## src/hw/rtl/hva_pkg.sv

```systemverilog
// Shared constants and types for the Hadamard variance accumulator.
`timescale 1ns / 1ps

package hva_pkg;

   localparam int DEF_MAX_CLUSTER    = 243;
   localparam int DEF_MAX_SERIES_LEN = 65536;
   localparam int DEF_SAMPLE_BITS    = 12;

   localparam int ACC_BITS  = 63;
   localparam int TERM_BITS = 17;
   localparam logic [ACC_BITS-1:0] ACC_MAX = {ACC_BITS{1'b1}};

   localparam int CSR_IDX_BITS  = 1;
   localparam int CSR_DATA_BITS = 8;
   localparam logic [CSR_IDX_BITS-1:0] CFG_CLUSTER_SIZE = 1'b0;
   localparam logic [CSR_IDX_BITS-1:0] CFG_OVERLAP_MODE = 1'b1;
   localparam logic [CSR_DATA_BITS-1:0] RESET_CLUSTER = 8'd3;

   localparam logic MODE_MAX_OVERLAP = 1'b0;
   localparam logic MODE_TAU_OVERLAP = 1'b1;

   // triplet phase in tau-overlap mode
   localparam logic [1:0] PH_FIRST  = 2'd0;
   localparam logic [1:0] PH_SECOND = 2'd1;
   localparam logic [1:0] PH_THIRD  = 2'd2;

   // result queue, power of two
   localparam int FIFO_DEPTH    = 4;
   localparam int FIFO_PTR_BITS = $clog2(FIFO_DEPTH);
   localparam int FIFO_CNT_BITS = $clog2(FIFO_DEPTH + 1);
   localparam int PEND_BITS     = FIFO_CNT_BITS + 1;

   typedef struct packed {
      logic valid;
      logic last;
      logic drop;
      logic term;
   } ctrl_type;

   typedef struct packed {
      logic [ACC_BITS-1:0]  sum_squares;
      logic [TERM_BITS-1:0] term_count;
      logic                 saturated;
   } res_type;

endpackage

```

## src/hw/rtl/hva_result_fifo.sv

```systemverilog
// Small result queue in front of the response channel.
`timescale 1ns / 1ps

module hva_result_fifo
   import hva_pkg::*;
(
   input  logic                     clock,
   input  logic                     reset,
   input  logic                     push_i,
   input  res_type                  data_i,
   input  logic                     pop_i,
   output logic                     valid_o,
   output res_type                  data_o,
   output logic [FIFO_CNT_BITS-1:0] count_o
);

   res_type                  mem [FIFO_DEPTH];
   logic [FIFO_PTR_BITS-1:0] wr_ptr_ff, wr_ptr_in, rd_ptr_ff, rd_ptr_in;
   logic [FIFO_CNT_BITS-1:0] count_ff, count_in;
   logic                     do_pop;

   assign do_pop = pop_i && (count_ff != '0);

   always_comb begin
      wr_ptr_in = push_i ? wr_ptr_ff + 1'b1 : wr_ptr_ff;
      rd_ptr_in = do_pop ? rd_ptr_ff + 1'b1 : rd_ptr_ff;
      count_in  = count_ff;
      if (push_i && !do_pop) begin
         count_in = count_ff + 1'b1;
      end else if (do_pop && !push_i) begin
         count_in = count_ff - 1'b1;
      end
   end

   always_ff @(posedge clock) begin
      if (reset) begin
         wr_ptr_ff <= '0;
         rd_ptr_ff <= '0;
         count_ff  <= '0;
      end else begin
         wr_ptr_ff <= wr_ptr_in;
         rd_ptr_ff <= rd_ptr_in;
         count_ff  <= count_in;
      end
   end

   always_ff @(posedge clock) begin
      if (push_i) begin
         mem[wr_ptr_ff] <= data_i;
      end
   end

   assign valid_o = (count_ff != '0);
   assign data_o  = mem[rd_ptr_ff];
   assign count_o = count_ff;

`ifndef NO_ASSERTIONS
   a_no_overflow : assert property (@(posedge clock) disable iff (reset)
      push_i |-> (count_ff < FIFO_CNT_BITS'(FIFO_DEPTH) || do_pop))
      else $error("result queue overflow");

   a_pop_drains : assert property (@(posedge clock) disable iff (reset)
      (do_pop && !push_i) |=> (count_ff == $past(count_ff) - 1'b1))
      else $error("result queue count wrong after pop");
`endif

endmodule

```

## config.mk

```make
export PLATFORM = sky130hd
export DESIGN_NAME = hva_result_fifo
export DESIGN_NICKNAME = d
export VERILOG_FILES = /design/src/hw/rtl/hva_pkg.sv /design/src/hw/rtl/hva_result_fifo.sv
export SDC_FILE = /design/constraint.sdc
export NUM_CORES = 1
export LEC_CHECK = 0
export BUFFER_PORTS_ARGS = -buffer_cell sky130_fd_sc_hd__buf_2
export CAP_MARGIN = 20
export CORE_ASPECT_RATIO = 1.4
export CORE_UTILIZATION = 57
export DETAILED_ROUTE_END_ITERATION = 7
export MAX_ROUTING_LAYER = met4
export PLACE_DENSITY = 0.82
export SLEW_MARGIN = 20
export SYNTH_ARGS = -nofsm -noshare
export SYNTH_HDL_FRONTEND = slang
export SYNTH_SLANG_ARGS = --single-unit
export TNS_END_PERCENT = 100
```

## constraint.sdc

```tcl
create_clock -name clock -period 3.9 [get_ports clock]
set_input_delay 0.585 -clock clock [delete_from_list [all_inputs] [get_ports clock]]
set_output_delay 0.585 -clock clock [all_outputs]
set_load 0.1 [all_outputs]
```

==> impl_metrics.toml <==
[synth]
ys_types = 20
yosys_register_bits = 333
syn-instance-count = 466
yosysMostFrequentCell = "edfxtp_1"
seq_area_frac_synth_pct = 81.2
ys_top_cells_by_area = "edfxtp_1 (80%), mux4_2 (15%), dfxtp_1 (1.5%)"
synth_largest_area_cell = "edfxtp_1"
synthTopCellsByCount = "edfxtp_1 (324), mux4_2 (81), dfxtp_1 (9), buf_12 (8), buf_2 (8)"
synth.avg_cell_area_um2 = 26.2
yosys_most_used_dff = "edfxtp_1"
syn_nets = 557
yosysWarnings = 0
synth_edf_count = 324
synth_top_cell_area_share_pct = 79.7
synth_area_mm2 = 0.0122
synthArstFlopShare_pct = 0

[clock_network]
worstSkewPairLatency_ns = 0.54
postCtsSetupRepairBufs = 0
cts_max_level = 1
tritoncts = "built"
cts_resized = 0
cts_hold_buf = 0
cts_sinks = 333
path_clk_slew_ns = 0.07
cts_buffers = 29
clockRootBuffer = "clkbuf_16"
clock_path_buffers = 3

[layout]
drive_above_1_share_pct = 45.4
area_growth_pct = 16.9
layout.nets = 745
multi_input_area_mm2 = 0.00207
seq_area_mm2 = 0.00992
fillers = 1298

[pwr]
p_switching_uw = 4690
p_comb_share_pct = 37.2
internal-power_uw = 6680
p_sw_share_pct = 41.3
clockPowerShare_pct = 25.0
ir_drop_uv = 678
power_uw = 11400
p_leak_uw = 0.00479
powerDensity_mw_per_mm2 = 797
pwr-share-seq_pct = 37.8

[sta]
worst_slew_pin_slew_ns = 0.607
hold_ws_ns = 0.260
fin_crit_sh_pct = 83.7
fin_skew_ns = 0.0187
finalSetupTns_ns = 0
finalHoldViolCount = 0
slew_headroom_pct = 59.5
rsz0062_at_grt = "false"
drv_slew = 0
period_minus_slack_ns = 3.26
timing.fmax_mhz = 306
setup_viol = 0

[die]
ioPinCount = 170
die_x_um = 126
die_h_um = 175
fp-row-count = 63
die_area_mm2 = 0.0220
coreArea_mm2 = 0.0210
initial_core_util_pct = 58.0

[min_path]
hold_class = "input pin to flop"

[route]
routed_via_density = 5.77
dr.pass1.iters = 7
wl_per_cell_um = 23.2
ant_nets = 0
routed_wirelength_um = 21800
vias = 5433
drt-initial-drc-count = 368
drc = 6

[run_status]
violations = "design-rule violations"
status = "complete, but fails checks"

[critical_path]
endpoint_kind = "output pin"
required_ns = 3.31
crit_path_cell_trace = "buf_4, mux4_2, buf_2"
startpoint_type = "flop"
crit_path_max_fanout = 29
critical-path-max-stage-delay_ns = 0.74
arrival_ns = 2.68
path_class = "flop to output pin"
slowest_stage = "dfxtp_4"

[placement]
io_buffers = 169
gp_congestion = 0.734
dpl.hpwl_um = 12900

[global_routing]
gr-total-overflow = 0
grt_max_degree = 82
grt_pass1_wl_um = 32900
antenna_found_initial = 5
grt_pass1_vias = 5847
grt_usage_pct = 20.9

[run]
drv_cap = 0
-- per-stage QoR --
stage | setup WS (ns) | std cells | utilization [%] | cell area [µm²]
after global placement | 1.15 | 883 | 63.2 | 13300
final | 0.637 | 941 | 67.8 | 14300
after detailed placement | 1.11 | 883 | 63.2 | 13300
after CTS | 0.540 | 936 | 67.7 | 14300
after floorplan | 0.982 | 466 | - | 12200
after global routing | 0.467 | 941 | 67.8 | 14300
-- cell usage in the layout, fill, tap and decap left out, types with 5 or more instances in the layout --
cell type,count
nor2_1,7
mux4_2,81
clkinv_1,7
ha_1,5
buf_2,169
diode_2,5
buf_12,6
edfxtp_1,324
dfxtp_1,7
clkbuf_16,29
clkinv_2,5
-- final cells by class --
| type | instances | share of cell area, % |
|---|---|---|
| Inverter | 3 | 0.0789 |
| Timing Repair Buffer | 176 | 6.82 |
| Tap cell | 260 | 2.28 |
| Multi-Input combinational cell | 111 | 14.5 |
| Clock buffer | 31 | 5.14 |
| Clock inverter | 22 | 1.55 |
| Antenna cell | 5 | 0.0877 |
| Sequential cell | 333 | 69.5 |
-- cells by family (layout without fill, tap and decap cells) --
| family | after synthesis | after routing | share of synthesized area [%] |
|---|---|---|---|
| XOR/XNOR | 5 | 5 | 0.359 |
| AND/OR/NAND/NOR | 13 | 13 | 0.523 |
| other | 0 | 5 | 0 |
| AO/OA/AOI/OAI | 4 | 4 | 0.215 |
| multiplexers | 83 | 83 | 15.1 |
| adder cells (fa/ha/maj) | 6 | 6 | 0.677 |
| buffers and inverters | 22 | 232 | 1.89 |
| flip-flops | 333 | 333 | 81.2 |
-- worst max-delay path: cells and delay by family (launching register included) --
| family | cells | cell delay, ns |
|---|---|---|
| DFF | 1 | 0.74 |
| muxes | 1 | 0.59 |
| buffers and inverters | 2 | 0.79 |
-- metal layers --
layer | part of all wire (%) | vias up | wire length, µm | GRT usage [%]
li1 | - | 2396 | - | -
met1 | 35 | 2818 | 7740 | 24.0
met3 | 5.5 | 41 | 1210 | 3.46
met5 | 0 | - | 0 | -
met4 | 3.3 | 0 | 713 | 8.64
met2 | 56 | 178 | 12200 | 36.4
-- power groups by stage --
stage | Sequential (µW) | Combinational, µW | Clock, µW
floorplan | 4330 | 3840 | 0
global placement | 4370 | 4210 | 0
detailed placement | 4390 | 4250 | 0
CTS | 4320 | 4260 | 2900
global route | 4340 | 4330 | 3020
finish | 4300 | 4230 | 2840
-- sequential cells by signal, summed over array words and instances, names as in the netlist, named ones only --
signal	cells
count_o	3
mem	324
wr_ptr_ff	2
rd_ptr_ff	2
-- path summary, 6_finish.rpt --
check / from / to / slack (ns) / cells after the start
worst min-delay path: data_i[43] / mem[0][43] / 0.26 / 1
worst min register to register: count_o[2] / count_o[2] / 0.54 / 2
worst max-delay path: flop / data_o[70] / 0.64 / 3
worst max register to register: count_o[0] / count_o[2] / 1.75 / 7
No activity file was read; power rests on OpenSTA's default activity.
