===== src/hw/rtl/hva_pkg.sv =====
// Shared constants and types for the Hadamard variance accumulator.
`timescale 1ns / 1ps

package hva_pkg;

   localparam int DEF_MAX_CLUSTER    = 243;
   localparam int DEF_MAX_SERIES_LEN = 65536;
   localparam int DEF_SAMPLE_BITS    = 12;

   localparam int ACC_BITS  = 63;
   localparam int TERM_BITS = 17;
   localparam logic [ACC_BITS-1:0] ACC_MAX = {ACC_BITS{1'b1}};

   localparam int CSR_IDX_BITS  = 1;
   localparam int CSR_DATA_BITS = 8;
   localparam logic [CSR_IDX_BITS-1:0] CFG_CLUSTER_SIZE = 1'b0;
   localparam logic [CSR_IDX_BITS-1:0] CFG_OVERLAP_MODE = 1'b1;
   localparam logic [CSR_DATA_BITS-1:0] RESET_CLUSTER = 8'd3;

   localparam logic MODE_MAX_OVERLAP = 1'b0;
   localparam logic MODE_TAU_OVERLAP = 1'b1;

   // triplet phase in tau-overlap mode
   localparam logic [1:0] PH_FIRST  = 2'd0;
   localparam logic [1:0] PH_SECOND = 2'd1;
   localparam logic [1:0] PH_THIRD  = 2'd2;

   // result queue, power of two
   localparam int FIFO_DEPTH    = 4;
   localparam int FIFO_PTR_BITS = $clog2(FIFO_DEPTH);
   localparam int FIFO_CNT_BITS = $clog2(FIFO_DEPTH + 1);
   localparam int PEND_BITS     = FIFO_CNT_BITS + 1;

   typedef struct packed {
      logic valid;
      logic last;
      logic drop;
      logic term;
   } ctrl_type;

   typedef struct packed {
      logic [ACC_BITS-1:0]  sum_squares;
      logic [TERM_BITS-1:0] term_count;
      logic                 saturated;
   } res_type;

endpackage


===== src/hw/rtl/hva_square_acc.sv =====
// Squaring stage and saturating accumulator of second differences.
`timescale 1ns / 1ps

module hva_square_acc
   import hva_pkg::*;
#(
   parameter int DIFF_BITS = DEF_SAMPLE_BITS + $clog2(DEF_MAX_CLUSTER + 1) + 2
) (
   input  logic                        clock,
   input  logic                        reset,
   input  logic                        clear_i,
   input  ctrl_type                    dctrl_i,
   input  logic signed [DIFF_BITS-1:0] diff_i,
   output logic                        q_last_o,
   output logic                        push_o,
   output res_type                     res_o
);

   localparam int SQ_BITS = 2 * DIFF_BITS;

   logic [DIFF_BITS-1:0] mag;
   ctrl_type             q_ctrl_ff;
   logic [SQ_BITS-1:0]   q_sq_ff;

   logic [ACC_BITS-1:0]  acc_ff, acc_in, acc_new;
   logic [TERM_BITS-1:0] terms_ff, terms_in, terms_new;
   logic                 ovf_ff, ovf_in, ovf_new;
   logic [ACC_BITS:0]    sum_w;
   logic                 sat;

   assign mag = diff_i[DIFF_BITS-1] ? (~$unsigned(diff_i) + 1'b1) : $unsigned(diff_i);

   always_ff @(posedge clock) begin
      if (reset) begin
         q_ctrl_ff <= '0;
      end else begin
         q_ctrl_ff <= dctrl_i;
      end
   end

   always_ff @(posedge clock) begin
      q_sq_ff <= mag * mag;
   end

   always_comb begin
      sum_w     = {1'b0, acc_ff} + (ACC_BITS + 1)'(q_sq_ff);
      sat       = sum_w[ACC_BITS];
      acc_new   = acc_ff;
      terms_new = terms_ff;
      ovf_new   = ovf_ff || q_ctrl_ff.drop;
      if (q_ctrl_ff.term) begin
         acc_new   = sat ? ACC_MAX : sum_w[ACC_BITS-1:0];
         terms_new = terms_ff + 1'b1;
         ovf_new   = ovf_ff || q_ctrl_ff.drop || sat;
      end
      acc_in   = acc_ff;
      terms_in = terms_ff;
      ovf_in   = ovf_ff;
      if (q_ctrl_ff.valid) begin
         acc_in   = q_ctrl_ff.last ? '0 : acc_new;
         terms_in = q_ctrl_ff.last ? '0 : terms_new;
         ovf_in   = q_ctrl_ff.last ? 1'b0 : ovf_new;
      end
      if (clear_i) begin
         acc_in   = '0;
         terms_in = '0;
         ovf_in   = 1'b0;
      end
   end

   always_ff @(posedge clock) begin
      if (reset) begin
         acc_ff   <= '0;
         terms_ff <= '0;
         ovf_ff   <= 1'b0;
      end else begin
         acc_ff   <= acc_in;
         terms_ff <= terms_in;
         ovf_ff   <= ovf_in;
      end
   end

   assign q_last_o          = q_ctrl_ff.valid && q_ctrl_ff.last;
   assign push_o            = q_ctrl_ff.valid && q_ctrl_ff.last;
   assign res_o.sum_squares = acc_new;
   assign res_o.term_count  = terms_new;
   assign res_o.saturated   = ovf_new;

`ifndef NO_ASSERTIONS
   a_acc_restart : assert property (@(posedge clock) disable iff (reset)
      (q_ctrl_ff.valid && q_ctrl_ff.last) |=> (acc_ff == '0 && terms_ff == '0 && !ovf_ff))
      else $error("accumulator not restarted after result");
`endif

endmodule


===== config.mk =====
export PLATFORM = sky130hd
export DESIGN_NAME = hva_square_acc
export DESIGN_NICKNAME = d
export VERILOG_FILES = /design/src/hw/rtl/hva_pkg.sv /design/src/hw/rtl/hva_square_acc.sv
export SDC_FILE = /design/constraint.sdc
export NUM_CORES = 1
export LEC_CHECK = 0
export BUFFER_PORTS_ARGS = -buffer_cell sky130_fd_sc_hd__buf_2
export CORE_UTILIZATION = 53
export CTS_CLUSTER_DIAMETER = 200
export DETAILED_ROUTE_END_ITERATION = 6
export PLACE_DENSITY = 0.71
export REMOVE_ABC_BUFFERS = 1
export SLEW_MARGIN = 20
export SYNTH_ARGS = -nofsm -noshare
export SYNTH_HDL_FRONTEND = slang
export SYNTH_SLANG_ARGS = --single-unit

===== constraint.sdc =====
create_clock -name clock -period 11.98 [get_ports clock]
set_input_delay 1.797 -clock clock [delete_from_list [all_inputs] [get_ports clock]]
set_output_delay 1.797 -clock clock [all_outputs]
set_load 0.02 [all_outputs]

==> flow_summary.json, run 1 <==
{
  "status": "complete, no violations",
  "io_buffers": 111,
  "ant_nets": 0,
  "yosys.cell_types.count": 82,
  "dieWidth_um": 205,
  "min-delay-start": "ovf_ff",
  "synth_xor_area_frac": 0.0561,
  "yosysTopAreaCell": "fa_1",
  "clock_latency_ns": 0.44,
  "ys.warnings.count": 0,
  "yosys.area_share.adder": 0.435,
  "cts.sink_count": 128,
  "crit_required_ns": 12.34,
  "grt_usage": 0.308,
  "synth_top_family_by_area": "adder cells",
  "max_freq_ghz": 0.0939,
  "tightest_slew_ns": 1.12,
  "clk_pin_slew_ns": 0.06,
  "hold_class": "reg -> reg",
  "via_count": 18500,
  "synth_compound_area_frac": 0.150,
  "cts_tree": "built",
  "reg2reg_to": "acc_ff[57]",
  "muxShareOfSynthArea": 0.00149,
  "final-setup-viol-count": 0,
  "synth_common_cells": "inv_1 (480), fa_1 (346), nor2_1 (242), nand2_1 (237), ha_1 (202)",
  "ys_ff_latch": 128,
  "design.die.area_um2": 41900,
  "rsz0062_at_grt": "false",
  "clock_path_buffers": 2,
  "syn_inst": 2572,
  "path_class": "in -> reg",
  "drive_above_1_share": 0.0791,
  "cp_max_fo": 13,
  "finalClockSkew_ns": 0.0126,
  "slowest_delay_ns": 0.57,
  "ys_seq_area_frac": 0.118,
  "holdPathStages": 2,
  "hold_viol_final": 0,
  "finalMaxSlewViolations": 0,
  "grt_pass1_vias": 18900,
  "coreArea_um2": 40100,
  "cts_hold_buf": 0,
  "crit_path_top_delay_cell": "or4_1",
  "multi_input_area_um2": 17100,
  "cts-resized-gates": 0,
  "period_share": 0.889,
  "drc": 0,
  "synth_edf_count": 0,
  "yosysMostFrequentCell": "inv_1",
  "htreeDepth": 4,
  "antenna_found_initial": 0,
  "end_kind": "flip-flop",
  "wl_per_cell_um": 19.2,
  "crit_top_cell": "fa_1",
  "startpoint_type": "primary input",
  "grt-ovfl-total": 0,
  "rows": 73,
  "r2r_start": "q_sq_ff[2]",
  "post_cts_buffers": 0,
  "area_growth_pct": 8.17,
  "die_h_um": 205,
  "synthFlopType": "dfxtp_1",
  "r2r_setup_slack_ns": 8.08,
  "antenna_cells": 0,
  "numCtsBuffers": 17,
  "grt_pass1_wl_um": 99800,
  "drt-initial-drc-count": 1551,
  "setup_tns_ns": 0,
  "place_hpwl_um": 50000,
  "fin_nets": 3233,
  "slew_headroom": 0.254,
  "fill_cells": 3591,
  "first_pass_iters": 6,
  "vias_per_cell": 5.78,
  "holdPathEnd": "ovf_ff",
  "arrival_ns": 11.01,
  "syn_area_um2": 21800,
  "synth_area_per_cell_um2": 8.47,
  "synthSimpleGateAreaFrac": 0.139,
  "synth.area.top_cells": "fa_1 (32%), dfxtp_1 (12%), ha_1 (12%), inv_1 (8.3%), nor2_1 (4.2%)",
  "rr_worst_depth": 11,
  "grt_start_max_net_pins": 88,
  "finalCriticalPeriod_ns": 10.66,
  "routabilityCongestion": 0.955,
  "netlist.area_leader.share": 0.318,
  "drt_wl_total_um": 61500,
  "clockRootBuffer": "clkbuf_16",
  "async_flop_share": 0,
  "start_util": 0.543,
  "maxCapViolCount": 0,
  "seq_area_um2": 2570,
  "io_pins": 112
}
stage by stage:
| step | std cells | worst slack, ns | util | hold WS, ns | instance area, µm² |
|---|---|---|---|---|---|
| 5_1_grt | 3194 | 0.808 | 0.588 | 0.467 | 23600 |
| 3_5_place_dp | 3162 | 0.902 | 0.573 | 0.436 | 23000 |
| 2_1_floorplan | 2495 | 1.85 | - | 0.421 | 21500 |
| 3_3_place_gp | 3162 | 1.06 | 0.572 | 0.428 | 22900 |
| 4_1_cts | 3194 | 1.33 | 0.588 | 0.446 | 23600 |
| 6_report | 3194 | 1.32 | 0.588 | 0.442 | 23600 |
critical path: cells and delay by family:
kind,cells,cell delay (ns)
and+or+nand+nor,6,2.13
xor gates and xnor gates,2,0.79
adders and majority gates,8,3.72
buffers and inverters,6,0.67
AOI/OAI and AO/OA,8,1.87
routing by layer:
| layer | global-route usage | share of wire | vias up |
|---|---|---|---|
| met5 | 0 | 0 | - |
| met4 | 0.107 | 0.033 | 0 |
| met1 | 0.396 | 0.41 | 9038 |
| met3 | 0.0574 | 0.082 | 134 |
| li1 | - | - | 8522 |
| met2 | 0.516 | 0.47 | 775 |
logic make-up (layout without fill, tap and decap cells):
kind of cell / Yosys count / count (layout)
adder cells (fa/ha/maj): 549 / 549
buffers and inverters: 580 / 662
multiplexers: 3 / 3
XOR/XNOR: 136 / 136
AND/OR/NAND/NOR: 676 / 676
other: 2 / 17
flip-flops: 128 / 128
AO/OA/AOI/OAI: 498 / 498
flip-flops by register name, summed over array words and instances, names as in the netlist:
register / cells
ovf_ff: 1
q_ctrl_ff: 4
q_sq_ff: 43
terms_ff: 17
acc_ff: 63
how the worst max path moves through the flow:
| stage | startpoint | endpoint | slack [ns] | depth (start not counted) |
|---|---|---|---|---|
| 2_1_floorplan | diff_i[0] | q_sq_ff[40] | 1.85 | 29 |
| 6_report | diff_i[7] | q_sq_ff[40] | 1.32 | 30 |
| 4_1_cts | diff_i[7] | q_sq_ff[40] | 1.33 | 30 |
| 3_5_place_dp | diff_i[7] | q_sq_ff[40] | 0.90 | 30 |
| 3_3_place_gp | diff_i[7] | q_sq_ff[40] | 1.06 | 30 |
| 5_1_grt | diff_i[7] | q_sq_ff[40] | 0.81 | 30 |
cells in the final DEF, fill, tap and decap left out, drive strengths merged, types with 17 or more instances in the layout:
| cell | synthesis | routed |
|---|---|---|
| inv | 484 | 489 |
| fa | 346 | 346 |
| nor2 | 242 | 242 |
| nand2 | 240 | 240 |
| ha | 202 | 202 |
| buf | 15 | 142 |
| dfxtp | 128 | 128 |
| a21oi | 126 | 126 |
| o21ai | 104 | 104 |
| xnor2 | 79 | 79 |
| xor2 | 57 | 57 |
| a21o | 39 | 39 |
| a31oi | 34 | 34 |
| nand3 | 31 | 31 |
| a22o | 31 | 31 |
| nor3 | 30 | 30 |
| nand4 | 24 | 24 |
| and3 | 22 | 22 |
| clkbuf | 77 | 19 |
| or3 | 19 | 19 |
| a211oi | 18 | 18 |
| conb | 2 | 17 |
layout make-up:
| type | count | area share |
|---|---|---|
| Inverter | 488 | 0.0777 |
| Tap cell | 525 | 0.0279 |
| Sequential cell | 128 | 0.109 |
| Clock inverter | 13 | 0.00632 |
| Multi-Input combinational cell | 1879 | 0.726 |
| Timing Repair Buffer | 142 | 0.0335 |
| Clock buffer | 19 | 0.0193 |
Power of run 1 is left out: the tool's default activity adds up to more than one toggle a clock period on the data nets, which glitch-free logic cannot reach.
==> inputs of run 2 (changes only) <==
BUFFER_PORTS_ARGS = -buffer_cell sky130_fd_sc_hd__buf_4   (was -buffer_cell sky130_fd_sc_hd__buf_2)
SETUP_SLACK_MARGIN = 0.05   (was default)
==> run 2 against run 1 <==
Against the previous run: critical path depth rose by 1; via count increased by 0.42%; count of clock-buffer cells in the layout unchanged; core utilization up 0.73 points; global-route usage about the same; cell area is 1.2% higher; fmax up 0.78%; sequential share of layout area shrank 0.13 points; flip-flop and latch count stayed put; register-to-register slack worse by 0.15 ns; worst hold slack gained 0.0065 ns; critical endpoint unchanged.
==> flow_summary.json, run 2 (synthesis results as in run 1) <==
{
  "slowest_delay_ns": 0.53,
  "slew_headroom": 0.257,
  "status": "complete, no violations",
  "rows": 73,
  "place_hpwl_um": 50200,
  "largest_reg_flops": 63,
  "ant_nets": 0,
  "fin_ws_ns": 1.41,
  "drive_above_1_share": 0.0808,
  "r2r_setup_slack_ns": 7.93,
  "rsz0062_at_grt": "false",
  "final_cell_area_um2": 23900,
  "layout_common_cells": "inv_1 (480), fa_1 (346), nor2_1 (239)",
  "placed_cell_area_um2": 23300,
  "grt_usage": 0.307,
  "hold_class": "reg -> reg",
  "end_kind": "flip-flop",
  "drt_wl_total_um": 61600,
  "drc": 0,
  "final-setup-viol-count": 0,
  "clockRootBuffer": "clkbuf_16",
  "antenna_found_initial": 0,
  "grt_pass1_wl_um": 100000,
  "arrival_ns": 10.93,
  "crit_required_ns": 12.33,
  "clk_pin_slew_ns": 0.06,
  "start_util": 0.543,
  "routabilityCongestion": 0.953,
  "finalClockSkew_ns": 0.0117,
  "path_class": "in -> reg",
  "critPathBufInv": 7,
  "finalCriticalPeriod_ns": 10.57,
  "via_count": 18500,
  "maxCapViolCount": 0,
  "cts_tree": "built",
  "design.die.area_um2": 41900,
  "cp_max_fo": 12,
  "startpoint_type": "primary input",
  "vias_per_cell": 5.80,
  "drt-initial-drc-count": 1590,
  "dp.cells": 3167,
  "grt_pass1_vias": 19100,
  "htreeDepth": 4,
  "io_pins": 112,
  "post-place-ws_ns": 1.06,
  "layout_commonest_cell": "inv_1",
  "hold_viol_final": 0,
  "area_growth_pct": 9.51,
  "rr_worst_depth": 11,
  "coreArea_um2": 40100,
  "crit_path_top_delay_cell": "fa_1",
  "cts.sink_count": 128,
  "numCtsBuffers": 17,
  "period_share": 0.883,
  "cts_hold_buf": 0,
  "largest-register": "acc_ff",
  "antenna_cells": 0,
  "fin_cells": 3199,
  "cts-resized-gates": 0,
  "tightest_slew_ns": 1.11,
  "cp.depth": 31,
  "max_freq_ghz": 0.0946,
  "dieWidth_um": 205,
  "fin_nets": 3238,
  "finalMaxSlewViolations": 0,
  "setup_tns_ns": 0,
  "r2r_start": "q_sq_ff[32]",
  "worstSetupStartpoint": "diff_i[0]",
  "clock_path_buffers": 2,
  "io_buffers": 111,
  "grt_start_max_net_pins": 88,
  "wl_per_cell_um": 19.3,
  "reg2reg_to": "acc_ff[26]",
  "crit_top_cell": "fa_1",
  "cp-endpoint": "q_sq_ff[40]",
  "post_cts_buffers": 0,
  "crit_family": "adder cells",
  "grt-ovfl-total": 0,
  "first_pass_iters": 6,
  "reg.largest.list": "acc_ff x63, q_sq_ff x43, terms_ff x17",
  "clock_latency_ns": 0.44,
  "die_h_um": 205
}
-- run 2: changes by cell type in the layout (fill, tap and decap cells not counted), sizes merged --
cell / delta
buf: +5
bufinv: -1
clkinv: +1
inv: -1
clkinvlp: +1
-- run 2: routing by layer --
| metal | share of wire | wire (µm) | up-vias | global-route usage |
|---|---|---|---|---|
| li1 | - | - | 8531 | - |
| met1 | 0.41 | 25400 | 9072 | 0.396 |
| met2 | 0.48 | 29400 | 815 | 0.523 |
| met3 | 0.081 | 4960 | 129 | 0.0514 |
| met4 | 0.029 | 1810 | 0 | 0.0989 |
| met5 | 0 | 0 | - | 0 |
-- run 2: worst min path at each step --
stage	start	slack, ns	cells after the start	endpoint
after floorplan	ovf_ff	0.42	2	ovf_ff
after global placement	ovf_ff	0.43	2	ovf_ff
after detailed placement	ovf_ff	0.44	2	ovf_ff
after CTS	ovf_ff	0.45	2	ovf_ff
after global routing	ovf_ff	0.49	2	ovf_ff
final	ovf_ff	0.45	2	ovf_ff
-- run 2: area by class of cell --
class                           instances  area (µm²)
Multi-Input combinational cell       1879       17100
Clock inverter                         13         126
Inverter                              488        1830
Fill cell                            3583       16200
Tap cell                              525         657
Timing Repair Buffer                  147        1100
Clock buffer                           19         454
Sequential cell                       128        2570
-- run 2: through the flow --
step                hold WS (ns)   util
finish                     0.448  0.595
global route               0.487  0.595
CTS                        0.454  0.595
detailed placement         0.444  0.580
global placement           0.428  0.580
floorplan                  0.421      -
-- run 2: tightest hold or removal path, stage by stage (launching register included) --
cell and delay (ns):
dfxtp_1 0.30, inv_1 0.05, a21oi_1 0.05
Power of run 2 is left out for the same reason.
==> inputs of run 3 (changes only) <==
CTS_CLUSTER_DIAMETER = 30   (was 200)
RECOVER_POWER = 50   (was default)
TNS_END_PERCENT = 10   (was default)
==> run 3 against run 2 <==
Against the previous run: the run now ends with DRC, capacitance limit, slew limit left; core utilization is 0.19 points lower; flip-flop and latch count unchanged; non-clock buffer count unchanged; critical path type unchanged; largest cell class unchanged; highest routed layer unchanged.
==> flow_summary.json, run 3 (synthesis results as in run 1) <==
{
  "status": "finished with violations",
  "violations": "DRC, capacitance limit, slew limit",
  "cts_tree": "built",
  "design.die.area_um2": 41900,
  "coreArea_um2": 40100,
  "clockRootBuffer": "clkbuf_16",
  "vias_per_cell": 5.80,
  "grt-ovfl-total": 0,
  "cts_hold_buf": 0,
  "finalMaxSlewViolations": 66,
  "first_pass_iters": 7,
  "crit_required_ns": 12.34,
  "crit_top_cell": "fa_1",
  "layout_commonest_cell": "inv_1",
  "layout_common_cells": "inv_1 (480), fa_1 (346), nor2_1 (240)",
  "end_kind": "flip-flop",
  "antenna_cells": 0,
  "place_hpwl_um": 50200,
  "tightest_slew_ns": 2.20,
  "start_util": 0.543,
  "slowest_delay_ns": 0.56,
  "wl_per_cell_um": 19.3,
  "period_share": 0.899,
  "startpoint_type": "primary input",
  "reg.largest.list": "acc_ff x63, q_sq_ff x43, terms_ff x17",
  "max_freq_ghz": 0.0928,
  "hold_class": "reg -> reg",
  "via_count": 18600,
  "grt_usage": 0.307,
  "io_buffers": 111,
  "fin_nets": 3238,
  "clk_pin_slew_ns": 0.06,
  "crit_path_top_delay_cell": "fa_1",
  "slew_headroom": -0.466,
  "clock_latency_ns": 0.44,
  "ant_nets": 0,
  "arrival_ns": 11.13,
  "drive_above_1_share": 0.0722,
  "routabilityCongestion": 0.953,
  "dieWidth_um": 205,
  "cp_max_fo": 16,
  "drt-initial-drc-count": 1518,
  "grt_start_max_net_pins": 88,
  "setup_tns_ns": 0,
  "final-setup-viol-count": 0,
  "path_class": "in -> reg",
  "largest-register": "acc_ff",
  "finalCriticalPeriod_ns": 10.77,
  "area_growth_pct": 9.16,
  "finalClockSkew_ns": 0.0112,
  "drt_wl_total_um": 61700,
  "hold_viol_final": 0,
  "rows": 73,
  "antenna_found_initial": 0,
  "grt_pass1_wl_um": 100000,
  "drc": 2,
  "die_h_um": 205,
  "grt_pass1_vias": 19100,
  "cts-resized-gates": 0,
  "largest_reg_flops": 63,
  "clock_path_buffers": 2,
  "rsz0062_at_grt": "false",
  "post_cts_buffers": 0,
  "cts.sink_count": 128,
  "maxCapViolCount": 2,
  "htreeDepth": 4,
  "io_pins": 112,
  "numCtsBuffers": 17
}
==> run 3: worst max-delay path: cells and delay by family <==
| family | cells | cell delay (ns) |
|---|---|---|
| adder cells (fa/ha/maj) | 8 | 3.86 |
| AO/OA/AOI/OAI | 8 | 1.99 |
| XOR/XNOR | 1 | 0.35 |
| buffers and inverters | 6 | 1.04 |
| AND/OR/NAND/NOR | 6 | 2.06 |
==> run 3: layout make-up <==
type	instances	area [µm²]
multi-input combinational	1879	17100
fill	3596	16300
sequential	128	2560
inverter	488	1830
timing repair buffer	147	1040
tap	525	657
clock buffer	19	454
clock inverter	13	126
==> run 3: final timing paths <==
kind                                   start          end  slack (ns)  cells past startpoint
worst max-delay path               diff_i[0]  q_sq_ff[40]        1.21                     29
worst min-delay path                  ovf_ff       ovf_ff        0.45                      2
worst max register to register  q_ctrl_ff[2]   acc_ff[53]        7.39                      6
worst min register to register        ovf_ff       ovf_ff        0.45                      2
==> run 3: metal layers <==
metal	vias to the layer above	GRT usage	part of all wire
met3	129	0.0514	0.076
met4	0	0.0989	0.030
met2	798	0.523	0.48
met5	-	0	0
met1	9100	0.396	0.42
li1	8532	-	-
==> run 3: per-stage QoR <==
stage / utilization / setup WS [ns] / hold slack [ns] / instance area [µm²] / std cells
after floorplan: - / 1.85 / 0.421 / 21500 / 2495
after global routing: 0.593 / 0.706 / 0.487 / 23800 / 3199
after CTS: 0.595 / 1.48 / 0.454 / 23900 / 3199
final: 0.593 / 1.21 / 0.448 / 23800 / 3199
after detailed placement: 0.580 / 1.06 / 0.444 / 23300 / 3167
after global placement: 0.580 / 1.21 / 0.428 / 23300 / 3167
Power of run 3 is left out for the same reason.
